===== config.mk =====
export PLATFORM = sky130hd
export DESIGN_NAME = isotp_message_segmenter
export DESIGN_NICKNAME = d
export VERILOG_FILES = /design/src/rtl/core/isotp_seg_pkg.sv /design/src/rtl/core/isotp_seg_cfg.sv /design/src/rtl/core/isotp_seg_step.sv /design/src/rtl/core/isotp_message_segmenter.sv
export VERILOG_INCLUDE_DIRS = /design/src /design/src/rtl/core
export SDC_FILE = /design/constraint.sdc
export NUM_CORES = 1
export LEC_CHECK = 0
export ABC_AREA = 1
export BUFFER_PORTS_ARGS = -buffer_cell sky130_fd_sc_hd__buf_2
export CAP_MARGIN = 30
export CORE_ASPECT_RATIO = 0.75
export CORE_MARGIN = 4
export CORE_UTILIZATION = 45
export DETAILED_ROUTE_END_ITERATION = 7
export HOLD_SLACK_MARGIN = 0.02
export PLACE_DENSITY = 0.82
export SLEW_MARGIN = 20
export SYNTH_ARGS = -nofsm -noshare
export SYNTH_HDL_FRONTEND = slang
export SYNTH_SLANG_ARGS = --single-unit

===== constraint.sdc =====
create_clock -name i_clk -period 4.41 [get_ports i_clk]
set_input_delay 0 -clock i_clk [delete_from_list [all_inputs] [get_ports i_clk]]
set_output_delay 0 -clock i_clk [all_outputs]
set_load 0.01 [all_outputs]

===== src/rtl/core/isotp_message_segmenter_macros.svh =====
// ----------------------------------------------------------------------------
// ISO-TP segmenter assertion macros
// Shared concurrent assertion forms for the segmenter RTL.
// ----------------------------------------------------------------------------
`ifndef ISOTP_MESSAGE_SEGMENTER_MACROS_SVH
`define ISOTP_MESSAGE_SEGMENTER_MACROS_SVH

// Checked at every rising edge of i_clk, suspended while reset is asserted.
`define SEG_ASSERT(label, prop, msg) \
    label: assert property (@(posedge i_clk) disable iff (!i_rst_n) prop) else $error(msg);

// Checked at every rising edge of i_clk, reset included.
`define SEG_ASSERT_ALWAYS(label, prop, msg) \
    label: assert property (@(posedge i_clk) prop) else $error(msg);

`endif


===== src/rtl/core/isotp_seg_pkg.sv =====
// ----------------------------------------------------------------------------
// ISO-TP segmenter package
// Types, frame codes and the payload builder shared by the segmenter files.
// ----------------------------------------------------------------------------
package isotp_seg_pkg;

    localparam logic [1:0] KIND_SINGLE = 2'd0;
    localparam logic [1:0] KIND_FIRST  = 2'd1;
    localparam logic [1:0] KIND_CONSEC = 2'd2;

    localparam logic [3:0] PCI_FIRST  = 4'h1;
    localparam logic [3:0] PCI_CONSEC = 4'h2;

    localparam logic [7:0] PAD_RESET    = 8'hAA;
    localparam logic [2:0] FILL_CONSEC  = 3'd7;
    localparam logic [2:0] FILL_FIRST   = 3'd6;
    localparam logic [11:0] SINGLE_MAX  = 12'd7;

    typedef struct packed {
        logic [11:0] bytes_taken;
        logic [3:0]  seq_number;
        logic [63:0] frame_assembly;
        logic [2:0]  fill_count;
        logic        first_sent;
    } t_seg_state;

    typedef struct packed {
        logic [10:0] frame_id;
        logic [63:0] frame_payload;
        logic [1:0]  frame_kind;
        logic        last_frame;
    } t_frame;

    // Places the PCI bytes ahead of the waiting data and pads every byte
    // position at or beyond the used count.
    function automatic logic [63:0] build_payload(
        input logic        two_byte_pci,
        input logic [15:0] pci,
        input logic [63:0] assembly,
        input logic [3:0]  used,
        input logic [7:0]  pad
    );
        logic [63:0] payload;
        if (two_byte_pci) begin
            payload = {pci, assembly[63:16]};
        end else begin
            payload = {pci[7:0], assembly[63:8]};
        end
        for (int pos = 0; pos < 8; pos++) begin
            if (4'(pos) >= used) begin
                payload[63 - 8*pos -: 8] = pad;
            end
        end
        return payload;
    endfunction

endpackage


===== src/rtl/core/isotp_seg_cfg.sv =====
// ----------------------------------------------------------------------------
// ISO-TP segmenter configuration registers
// APB-style register file holding the pad byte.
// ----------------------------------------------------------------------------
module isotp_seg_cfg (
    input  logic        i_clk,
    input  logic        i_rst_n,
    input  logic        psel,
    input  logic        penable,
    input  logic        pwrite,
    input  logic [2:0]  paddr,
    input  logic [31:0] pwdata,
    output logic [31:0] prdata,
    output logic        pready,
    output logic [7:0]  o_pad_byte
);

    logic [7:0] r_pad_byte;
    logic [7:0] n_pad_byte;
    logic       pad_sel;

    assign pad_sel = (paddr[2] == 1'b0);
    assign pready  = 1'b1;

    always_comb begin
        n_pad_byte = r_pad_byte;
        if (psel && penable && pwrite && pad_sel) begin
            n_pad_byte = pwdata[7:0];
        end
    end

    always_ff @(posedge i_clk) begin
        if (!i_rst_n) begin
            r_pad_byte <= isotp_seg_pkg::PAD_RESET;
        end else begin
            r_pad_byte <= n_pad_byte;
        end
    end

    assign prdata     = pad_sel ? {24'd0, r_pad_byte} : 32'd0;
    assign o_pad_byte = r_pad_byte;

endmodule


===== src/rtl/core/isotp_seg_step.sv =====
// ----------------------------------------------------------------------------
// ISO-TP segmenter step logic
// Packs one message byte into the frame under assembly and decides whether a
// single, first or consecutive frame leaves, giving the next segmenter state.
// ----------------------------------------------------------------------------
module isotp_seg_step (
    input  isotp_seg_pkg::t_seg_state i_state,
    input  logic [7:0]                i_data_byte,
    input  logic [11:0]               i_msg_length,
    input  logic [10:0]               i_tx_id,
    input  logic [7:0]                i_pad_byte,
    output isotp_seg_pkg::t_seg_state o_next_state,
    output logic                      o_fire,
    output isotp_seg_pkg::t_frame     o_frame
);

    isotp_seg_pkg::t_seg_state idle_state;
    isotp_seg_pkg::t_seg_state accum_state;
    logic [63:0] assembly;
    logic [5:0]  shift;
    logic [3:0]  count;
    logic        is_last;
    logic [11:0] taken_inc;

    always_comb begin
        idle_state                = '0;
        idle_state.seq_number     = 4'd1;

        shift     = 6'd56 - {i_state.fill_count, 3'b000};
        assembly  = i_state.frame_assembly | ({56'd0, i_data_byte} << shift);
        count     = {1'b0, i_state.fill_count} + 4'd1;
        is_last   = ({1'b0, i_state.bytes_taken} + 13'd1) >= {1'b0, i_msg_length};
        taken_inc = i_state.bytes_taken + 12'd1;

        accum_state                = i_state;
        accum_state.frame_assembly = assembly;
        accum_state.fill_count     = count[2:0];
        accum_state.bytes_taken    = taken_inc;
    end

    always_comb begin
        o_next_state           = i_state;
        o_fire                 = 1'b0;
        o_frame.frame_id       = i_tx_id;
        o_frame.frame_kind     = isotp_seg_pkg::KIND_SINGLE;
        o_frame.last_frame     = 1'b0;
        o_frame.frame_payload  = isotp_seg_pkg::build_payload(1'b0,
            {8'd0, i_msg_length[7:0]}, assembly, count + 4'd1, i_pad_byte);

        if (i_msg_length != 12'd0) begin
            if (!i_state.first_sent && (i_msg_length <= isotp_seg_pkg::SINGLE_MAX)) begin
                if (is_last) begin
                    o_fire             = 1'b1;
                    o_frame.last_frame = 1'b1;
                    o_next_state       = idle_state;
                end else begin
                    o_next_state = accum_state;
                end
            end else if (!i_state.first_sent) begin
                if (count >= {1'b0, isotp_seg_pkg::FILL_FIRST}) begin
                    o_fire                = 1'b1;
                    o_frame.frame_kind    = isotp_seg_pkg::KIND_FIRST;
                    o_frame.frame_payload = isotp_seg_pkg::build_payload(1'b1,
                        {isotp_seg_pkg::PCI_FIRST, i_msg_length}, assembly, 4'd8,
                        i_pad_byte);
                    o_next_state.first_sent  = 1'b1;
                    o_next_state.seq_number  = 4'd1;
                    o_next_state.bytes_taken = taken_inc;
                    if (count == {1'b0, isotp_seg_pkg::FILL_CONSEC}) begin
                        o_next_state.frame_assembly = {i_data_byte, 56'd0};
                        o_next_state.fill_count     = 3'd1;
                    end else begin
                        o_next_state.frame_assembly = '0;
                        o_next_state.fill_count     = 3'd0;
                    end
                end else begin
                    o_next_state = accum_state;
                end
            end else begin
                if ((count == {1'b0, isotp_seg_pkg::FILL_CONSEC}) || is_last) begin
                    o_fire                = 1'b1;
                    o_frame.frame_kind    = isotp_seg_pkg::KIND_CONSEC;
                    o_frame.last_frame    = is_last;
                    o_frame.frame_payload = isotp_seg_pkg::build_payload(1'b0,
                        {8'd0, isotp_seg_pkg::PCI_CONSEC, i_state.seq_number},
                        assembly, count + 4'd1, i_pad_byte);
                    if (is_last) begin
                        o_next_state = idle_state;
                    end else begin
                        o_next_state.seq_number     = i_state.seq_number + 4'd1;
                        o_next_state.frame_assembly = '0;
                        o_next_state.fill_count     = 3'd0;
                        o_next_state.bytes_taken    = taken_inc;
                    end
                end else begin
                    o_next_state = accum_state;
                end
            end
        end
    end

endmodule


===== src/rtl/core/isotp_message_segmenter.sv =====
// ----------------------------------------------------------------------------
// ISO-TP message segmenter
// Turns a message, one byte per transfer, into ISO 15765-2 CAN frames.
//
//   Channel   Direction  Handshake          Contents
//   input     in         i_valid/o_ready    data_byte, msg_length, tx_id
//   frame     out        o_valid/i_ready    frame_id, payload, kind, last
//   config    in         APB psel/penable   pad_byte at address 0
//
// A byte is taken every cycle while o_ready is high; its frame, if any, appears in
// the output register in the cycle after, set by the single pass through the step logic.
// A pending frame that is not taken stalls input until it is taken, whether
// or not the new byte would produce a frame; o_ready follows the output register.
// Synchronous active-low reset empties the output and starts a new message.
// ----------------------------------------------------------------------------
`include "isotp_message_segmenter_macros.svh"

module isotp_message_segmenter (
    input  logic        i_clk,
    input  logic        i_rst_n,
    input  logic        i_valid,
    output logic        o_ready,
    input  logic [7:0]  i_data_byte,
    input  logic [11:0] i_msg_length,
    input  logic [10:0] i_tx_id,
    output logic        o_valid,
    input  logic        i_ready,
    output logic [10:0] o_frame_id,
    output logic [63:0] o_frame_payload,
    output logic [1:0]  o_frame_kind,
    output logic        o_last_frame,
    input  logic        psel,
    input  logic        penable,
    input  logic        pwrite,
    input  logic [2:0]  paddr,
    input  logic [31:0] pwdata,
    output logic [31:0] prdata,
    output logic        pready
);

    logic                      accept;
    logic [7:0]                pad_byte;
    logic                      step_fire;
    isotp_seg_pkg::t_seg_state step_state;
    isotp_seg_pkg::t_frame     step_frame;

    isotp_seg_pkg::t_seg_state r_state;
    isotp_seg_pkg::t_frame     r_frame;
    logic                      r_out_valid;
    logic                      n_out_valid;

    logic                      counts_agree;
    logic                      frame_ends;
    logic                      state_idle;

    isotp_seg_cfg u_cfg (
        .i_clk      (i_clk),
        .i_rst_n    (i_rst_n),
        .psel       (psel),
        .penable    (penable),
        .pwrite     (pwrite),
        .paddr      (paddr),
        .pwdata     (pwdata),
        .prdata     (prdata),
        .pready     (pready),
        .o_pad_byte (pad_byte)
    );

    isotp_seg_step u_step (
        .i_state      (r_state),
        .i_data_byte  (i_data_byte),
        .i_msg_length (i_msg_length),
        .i_tx_id      (i_tx_id),
        .i_pad_byte   (pad_byte),
        .o_next_state (step_state),
        .o_fire       (step_fire),
        .o_frame      (step_frame)
    );

    assign o_ready = !r_out_valid || i_ready;
    assign accept  = i_valid && o_ready;

    always_comb begin
        n_out_valid = r_out_valid;
        if (accept) begin
            n_out_valid = step_fire;
        end else if (i_ready) begin
            n_out_valid = 1'b0;
        end
    end

    always_ff @(posedge i_clk) begin
        if (!i_rst_n) begin
            r_state     <= '{bytes_taken: 12'd0, seq_number: 4'd1, frame_assembly: 64'd0,
                             fill_count: 3'd0, first_sent: 1'b0};
            r_out_valid <= 1'b0;
        end else begin
            r_out_valid <= n_out_valid;
            if (accept) begin
                r_state <= step_state;
            end
        end
    end

    always_ff @(posedge i_clk) begin
        if (accept && step_fire) begin
            r_frame <= step_frame;
        end
    end

    assign o_valid         = r_out_valid;
    assign o_frame_id      = r_frame.frame_id;
    assign o_frame_payload = r_frame.frame_payload;
    assign o_frame_kind    = r_frame.frame_kind;
    assign o_last_frame    = r_frame.last_frame;

    assign counts_agree = r_state.first_sent
                          || (r_state.bytes_taken == {9'd0, r_state.fill_count});
    assign frame_ends   = accept && step_fire && step_frame.last_frame;
    assign state_idle   = (r_state.bytes_taken == 12'd0) && !r_state.first_sent
                          && (r_state.seq_number == 4'd1);

    `SEG_ASSERT(a_fill_bound, (r_state.fill_count <= 3'd6), "assembly fill overrun")

    `SEG_ASSERT(a_prefirst_count, counts_agree, "byte count and fill disagree before first frame")

    `SEG_ASSERT(a_end_clears, (frame_ends |=> state_idle), "message end did not restart state")

    `SEG_ASSERT_ALWAYS(a_pready_high, pready, "pready dropped")

endmodule


==> results.sh, run 1 <==
export IMPL_tritoncts_num_buffers=17
export IMPL_avgRoutedWirePerCell_um=18.8
export IMPL_p_comb_frac=0.192
export IMPL_yosys_cell_count_top_type="sky130_fd_sc_hd__nand2_1"
export IMPL_route_antenna_remaining_nets=0
export IMPL_setup_repair_after_global_routing_missed_its_margin="false"
export IMPL_die_height_um=128
export IMPL_yosys_top_cells_area="sky130_fd_sc_hd__edfxtp_1 (27%), sky130_fd_sc_hd__dfxtp_1 (20%), sky130_fd_sc_hd__nand2_1 (7.3%)"
export IMPL_totalNegativeSetupSlack_ns=0
export IMPL_fin_ws_ns=0.735
export IMPL_required_ns=4.53
export IMPL_filler_cell_count=1605
export IMPL_synthDistinctLibCells=46
export IMPL_tritoncts="yes"
export IMPL_min_delay_worst_type="in -> reg"
export IMPL_synth_ff_type="sky130_fd_sc_hd__dfxtp_1"
export IMPL_ctsResizeCount=0
export IMPL_drive_gt1_frac=0.234
export IMPL_detailedPlacementHpwl_um=18900
export IMPL_finalHoldViolations=0
export IMPL_grt_antenna_before_repair=0
export IMPL_critPathKind="reg -> reg"
export IMPL_switching_share=0.313
export IMPL_worstSkewPairLatency_ns=0.44
export IMPL_power_per_cell_area_nw_per_um2=393
export IMPL_max_fclk_ghz=0.272
export IMPL_pin_count_of_the_biggest_net_entering_global_routing=79
export IMPL_finClkSkew_ns=0.0110
export IMPL_synth_area_per_cell_sq_um=8.29
export IMPL_grt_usage=0.246
export IMPL_io_pins=186
export IMPL_final_nets=1273
export IMPL_power_internal_mw=2.77
export IMPL_first_pass_grt_wire_length_um=41300
export IMPL_timing_critical_path_from_type="register"
export IMPL_timing_max_slew_rel_slack=0.382
export IMPL_drt_pass1_iter_count=8
export IMPL_syn_inst=1040
export IMPL_outcome="completed"
export IMPL_cts_hold_buffers=33
export IMPL_floorplan_die_area_sq_um=21500
export IMPL_routability_congestion=0.979
export IMPL_share_seq_of_total_power=0.424
export IMPL_rows=43
export IMPL_core_region_area_sq_um=18700
export IMPL_clock_power_share=0.384
export IMPL_vias_per_cell=5.69
export IMPL_maxCapViolations=0
export IMPL_synth_cells_most_frequent="sky130_fd_sc_hd__nand2_1 (167), sky130_fd_sc_hd__o21ai_0 (98), sky130_fd_sc_hd__inv_1 (94), sky130_fd_sc_hd__nor2_1 (94), sky130_fd_sc_hd__a21oi_1 (88)"
export IMPL_async_reset_ff_frac=0
export IMPL_number_of_buffers_on_the_longest_clock_path=2
export IMPL_critical_path_endpoint_type="register"
export IMPL_preCtsSetupSlack_ns=0.768
export IMPL_syn_cell_area_sq_um=8620
export IMPL_dr_first_iter_drc_count=1314
export IMPL_dieWidth_um=168
export IMPL_dr_total_vias=8206
export IMPL_power_net_switching_mw=1.26
export IMPL_critical_path_max_fanout=54
export IMPL_clock_tree_root_cell="sky130_fd_sc_hd__clkbuf_16"
export IMPL_ys_warnings_count=0
export IMPL_clock_sinks=163
export IMPL_worst_endpoint_arrival_ns=3.79
export IMPL_postSynthRegisterBits=163
export IMPL_buffers_on_ports=134
export IMPL_overflow=0
export IMPL_netlist_area_leader_share=0.272
export IMPL_cts_setup_buffers=0
export IMPL_worst_margin_pin_slew_ns=0.926
export IMPL_synthDominantAreaCellType="sky130_fd_sc_hd__edfxtp_1"
export IMPL_setup_violations_final=0
export IMPL_wl_um=27100
export IMPL_synth_edf_count=78
export IMPL_antennaDiodeCount=0
export IMPL_remaining_drc_errors=0
export IMPL_ff2ff_setup_slack_ns=0.74
export IMPL_period_needed_ns=3.67
export IMPL_initial_core_util=0.462
export IMPL_stdcell_area_sq_um=10300
export IMPL_final_min_period_over_clock_period=0.833
export IMPL_first_global_vias=7320
export IMPL_ys_seq_area_frac=0.469
export IMPL_dpl_cell_area_sq_um=9330
export IMPL_clock_transition_at_the_registers_of_the_reported_paths_ns=0.07
export IMPL_cellLeakagePower_nw=4.45
export IMPL_area_delta_synth_final_pct=19.0
export IMPL_irDropWorstVdd_mv=0.334
export IMPL_final_max_slew_violation_count=0
export IMPL_h_tree_lvls=4
## logic make-up (layout without fill, tap and decap cells)
kind of cell / after synthesis / in the layout / share of synthesized area
AND/OR/NAND/NOR: 370 / 370 / 0.195
AO/OA/AOI/OAI: 292 / 292 / 0.194
buffers and inverters: 181 / 313 / 0.0994
flip-flops: 163 / 163 / 0.469
adder cells (fa/ha/maj): 18 / 18 / 0.0261
XOR/XNOR: 14 / 14 / 0.0160
other: 2 / 25 / 0.000871
## layer usage
layer,vias up,routed length (um),track usage
li1,3766,-,-
met1,3697,10800,0.344
met2,658,11200,0.356
met3,85,4030,0.0737
met4,0,1040,0.103
met5,-,0,0
## final timing paths
path / from / to / cells past startpoint
worst max-delay path: r_state[72] / o_frame_payload[4] / 18
worst min-delay path: i_rst_n / u_cfg.o_pad_byte[7] / 2
worst max register to register: r_state[72] / o_frame_payload[4] / 18
worst min register to register: r_state[40] / r_state[40] / 2
## state kept, by name (all words and copies together), names as in the netlist
name	count
o_frame_payload	64
o_last_frame	1
u_cfg.o_pad_byte	8
o_frame_kind	2
r_state	76
o_frame_id	11
o_valid	1
## through the flow
step           std cells  power, mW  hold WS (ns)  utilization
2_1_floorplan       1063       2.24        0.0989            -
3_3_place_gp        1377       2.43         0.177        0.499
3_5_place_dp        1377       2.45         0.179        0.499
4_1_cts             1442       4.01        0.0209        0.550
5_1_grt             1442       4.17        0.0415        0.550
6_report            1442       4.03        0.0514        0.550
## power by group through the flow
| stage | Clock, mW | Sequential (mW) | Combinational, mW |
|---|---|---|---|
| 2_1_floorplan | 0 | 1.75 | 0.495 |
| 3_3_place_gp | 0 | 1.74 | 0.696 |
| 3_5_place_dp | 0 | 1.74 | 0.711 |
| 4_1_cts | 1.56 | 1.71 | 0.740 |
| 5_1_grt | 1.63 | 1.71 | 0.823 |
| 6_report | 1.55 | 1.71 | 0.772 |
## critical path, cell delays in order, from the launching register on
cell and delay [ns]:
sky130_fd_sc_hd__dfxtp_1 0.38, sky130_fd_sc_hd__ha_1 0.20, sky130_fd_sc_hd__nand2_1 0.07, sky130_fd_sc_hd__nor2_2 0.16, sky130_fd_sc_hd__nand3_1 0.14, sky130_fd_sc_hd__nor3_1 0.22
sky130_fd_sc_hd__xor2_1 0.14, sky130_fd_sc_hd__ha_1 0.29, sky130_fd_sc_hd__nand2_1 0.05, sky130_fd_sc_hd__inv_1 0.07, sky130_fd_sc_hd__nand2_1 0.06, sky130_fd_sc_hd__nor2_1 0.13
sky130_fd_sc_hd__nand3_2 0.19, sky130_fd_sc_hd__nand3_1 0.16, sky130_fd_sc_hd__nand2_1 0.07, sky130_fd_sc_hd__inv_2 0.17, sky130_fd_sc_hd__nand2_4 0.12, sky130_fd_sc_hd__inv_2 0.36
sky130_fd_sc_hd__buf_12 0.34
## cells in the final DEF, fill, tap and decap left out, drive strengths merged, types with 3 or more instances in the layout
master / Yosys / final
nand2: 175 / 175
nor2: 151 / 151
buf: 50 / 144
o21ai: 117 / 117
inv: 103 / 113
a21oi: 89 / 89
dfxtp: 85 / 85
edfxtp: 78 / 78
a31oi: 35 / 35
dlygate4sd3: 0 / 33
nand3: 32 / 32
conb: 2 / 25
ha: 18 / 18
a31o: 17 / 17
clkbuf: 27 / 17
o22ai: 15 / 15
nand4: 8 / 8
o211ai: 8 / 8
xnor2: 7 / 7
xor2: 7 / 7
o21bai: 4 / 4
nor3: 3 / 3
clkinv: 1 / 3
## area by class of cell
cell class / count / area [sq um] / area share
Sequential cell: 163 / 4040 / 0.394
Multi-Input combinational cell: 719 / 3810 / 0.371
Timing Repair Buffer: 177 / 1100 / 0.107
Clock buffer: 17 / 425 / 0.0415
Inverter: 104 / 393 / 0.0383
Tap cell: 247 / 309 / 0.0301
Clock inverter: 15 / 181 / 0.0177
No activity file was read; power rests on OpenSTA's default activity.
==> run 2: changes to the inputs <==
ABC_AREA = 0   (was 1)
PLACE_DENSITY = 0.79   (was 0.82)
clock period = 3.6 ns   (was 4.41 ns; I/O delays follow)
==> results.sh, run 2 <==
export IMPL_outcome="completed"
export IMPL_whs_endpoint="o_frame_payload[57]"
export IMPL_finClkSkew_ns=0.00690
export IMPL_min_delay_worst_type="in -> reg"
export IMPL_area_delta_synth_final_pct=20.5
export IMPL_initial_core_util=0.466
export IMPL_tritoncts_num_buffers=17
export IMPL_dpl_cell_area_sq_um=9020
export IMPL_largest_register_ff_count=76
export IMPL_yosys_top_cells_area="sky130_fd_sc_hd__edfxtp_1 (28%), sky130_fd_sc_hd__dfxtp_1 (20%), sky130_fd_sc_hd__a21oi_1 (6.1%)"
export IMPL_finalHoldViolations=0
export IMPL_period_needed_ns=3.43
export IMPL_first_global_vias=6766
export IMPL_ys_seq_area_frac=0.485
export IMPL_clock_transition_at_the_registers_of_the_reported_paths_ns=0.06
export IMPL_cellLeakagePower_nw=3.96
export IMPL_syn_inst=889
export IMPL_dr_total_vias=7407
export IMPL_clock_tree_root_cell="sky130_fd_sc_hd__clkbuf_16"
export IMPL_final_min_period_over_clock_period=0.954
export IMPL_overflow=0
export IMPL_first_pass_grt_wire_length_um=37500
export IMPL_async_reset_ff_frac=0
export IMPL_synthDistinctLibCells=64
export IMPL_largest_register="r_state"
export IMPL_detailedPlacementHpwl_um=16600
export IMPL_final_max_slew_violation_count=0
export IMPL_synth_edf_count=78
export IMPL_rr_startpoint="r_state[72]"
export IMPL_route_antenna_remaining_nets=0
export IMPL_r2r_cells=13
export IMPL_filler_cell_count=1448
export IMPL_number_of_buffers_on_the_longest_clock_path=2
export IMPL_maxCapViolations=0
export IMPL_avgRoutedWirePerCell_um=19.5
export IMPL_clock_sinks=163
export IMPL_max_fclk_ghz=0.291
export IMPL_critical_path_max_fanout=8
export IMPL_hp_start="i_msg_length[9]"
export IMPL_rows=42
export IMPL_dieWidth_um=165
export IMPL_synthDominantAreaCellType="sky130_fd_sc_hd__edfxtp_1"
export IMPL_netlist_area_leader_share=0.281
export IMPL_power_per_cell_area_nw_per_um2=447
export IMPL_layout_common_cells="sky130_fd_sc_hd__buf_2 (134), sky130_fd_sc_hd__a21oi_1 (101), sky130_fd_sc_hd__nand2_1 (82), sky130_fd_sc_hd__dfxtp_1 (82), sky130_fd_sc_hd__nor2_1 (80)"
export IMPL_drt_pass1_iter_count=5
export IMPL_final_common_cell="sky130_fd_sc_hd__buf_2"
export IMPL_tritoncts="yes"
export IMPL_setup_repair_after_global_routing_missed_its_margin="false"
export IMPL_synth_cells_most_frequent="sky130_fd_sc_hd__a21oi_1 (102), sky130_fd_sc_hd__dfxtp_1 (85), sky130_fd_sc_hd__nand2_1 (85)"
export IMPL_die_height_um=126
export IMPL_final_cells=1274
export IMPL_fin_ws_ns=0.166
export IMPL_critical_path_endpoint_type="register"
export IMPL_grt_antenna_before_repair=1
export IMPL_routability_congestion=0.906
export IMPL_setup_violations_final=0
export IMPL_syn_cell_area_sq_um=8340
export IMPL_core_region_area_sq_um=17900
export IMPL_drive_gt1_frac=0.206
export IMPL_irDropWorstVdd_mv=0.392
export IMPL_wl_um=24800
export IMPL_synth_area_per_cell_sq_um=9.39
export IMPL_io_pins=186
export IMPL_h_tree_lvls=4
export IMPL_final_nets=1110
export IMPL_floorplan_die_area_sq_um=20800
export IMPL_min_path_cells=3
export IMPL_required_ns=3.78
export IMPL_worst_endpoint_arrival_ns=3.61
export IMPL_worstSkewPairLatency_ns=0.44
export IMPL_pin_count_of_the_biggest_net_entering_global_routing=79
export IMPL_yosys_cell_count_top_type="sky130_fd_sc_hd__a21oi_1"
export IMPL_ys_warnings_count=0
export IMPL_vias_per_cell=5.81
export IMPL_antennaDiodeCount=0
export IMPL_timing_rr_end="o_frame_payload[58]"
export IMPL_remaining_drc_errors=0
export IMPL_dr_first_iter_drc_count=1015
export IMPL_critPathKind="reg -> reg"
export IMPL_timing_max_slew_rel_slack=0.399
export IMPL_reg_area_sq_um=4050
export IMPL_worst_margin_pin_slew_ns=0.899
export IMPL_placedCellCount=1205
export IMPL_buffers_on_ports=134
export IMPL_timing_critical_path_from_type="register"
export IMPL_preCtsSetupSlack_ns=0.238
export IMPL_postSynthRegisterBits=163
export IMPL_multi_input_comb_area_sq_um=3840
export IMPL_grt_usage=0.231
export IMPL_ff2ff_setup_slack_ns=0.17
export IMPL_synth_ff_type="sky130_fd_sc_hd__dfxtp_1"
export IMPL_stdcell_area_sq_um=10100
==> run 2: changes by cell type after synthesis, sizes merged, moves of 34 or more <==
cell   delta
nor2     -69
a31oi    -34
inv      -85
o21ai    -49
nand2    -90
==> run 2: area by class of cell <==
class,count,share of cell area
Clock buffer,20,0.0434
Clock inverter,12,0.0178
Inverter,18,0.00747
Multi-Input combinational cell,634,0.382
Sequential cell,163,0.403
Tap cell,242,0.0301
Timing Repair Buffer,185,0.116
==> run 2: worst max-delay path by stage <==
stage	startpoint	endpoint	slack (ns)
after detailed placement	r_state[72]	r_state[48]	0.24
after global routing	r_state[76]	o_frame_payload[58]	0.02
after CTS	r_state[72]	o_frame_payload[58]	0.03
after floorplan	r_state[73]	o_frame_id[0]	-0.05
final	r_state[72]	o_frame_payload[58]	0.17
after global placement	r_state[72]	o_frame_payload[20]	0.33
==> run 2: critical path, stage by stage, from the launching register on <==
cell,delay (ns)
sky130_fd_sc_hd__dfxtp_4,0.38
sky130_fd_sc_hd__ha_4,0.16
sky130_fd_sc_hd__nand2_2,0.07
sky130_fd_sc_hd__nor2_2,0.17
sky130_fd_sc_hd__nand4_1,0.16
sky130_fd_sc_hd__xnor2_2,0.19
sky130_fd_sc_hd__ha_1,0.34
sky130_fd_sc_hd__a21oi_2,0.17
sky130_fd_sc_hd__nor2b_1,0.06
sky130_fd_sc_hd__a311oi_1,0.23
sky130_fd_sc_hd__and3_4,0.29
sky130_fd_sc_hd__a21o_4,0.19
sky130_fd_sc_hd__o221ai_1,0.16
sky130_fd_sc_hd__dlygate4sd3_1,0.61
==> run 2: metal layers <==
layer | vias to the layer above | GRT usage | wire length [um]
li1 | 3388 | - | -
met3 | 62 | 0.0660 | 3040
met4 | 2 | 0.0807 | 551
met5 | - | 0 | 11
met1 | 3468 | 0.320 | 10500
met2 | 487 | 0.348 | 10700
==> run 2: kinds of logic after synthesis <==
family / after synthesis / share of synthesized area
AO/OA/AOI/OAI: 292 / 0.220
AND/OR/NAND/NOR: 264 / 0.154
flip-flops: 163 / 0.485
buffers and inverters: 115 / 0.0739
multiplexers: 23 / 0.0276
adder cells (fa/ha/maj): 18 / 0.0270
XOR/XNOR: 12 / 0.0126
other: 2 / 0.000900
==> run 2: repair_timing <==
action,CTS,global route
gates resized for setup,0,9
hold buffers,36,0
setup buffers,0,1
endpoints found under the hold margin,56,0
setup endpoints to repair,0,49
==> run 2: report_power, final <==
part,leakage (nW),switching (mW),internal [mW]
logic,2.27,0.355,0.210
clock network,0.294,0.743,1.16
registers,1.39,0.0303,1.99
total,3.96,1.13,3.36
==> run 2: metrics by stage <==
stage,hold slack (ns),utilization,power [mW],setup TNS [ns]
finish,0.0431,0.561,4.49,0
CTS,0.0273,0.558,4.48,0
global route,0.0528,0.561,4.63,0
floorplan,0.0464,-,2.43,-3.85
global placement,0.177,0.503,2.55,0
detailed placement,0.179,0.503,2.57,0
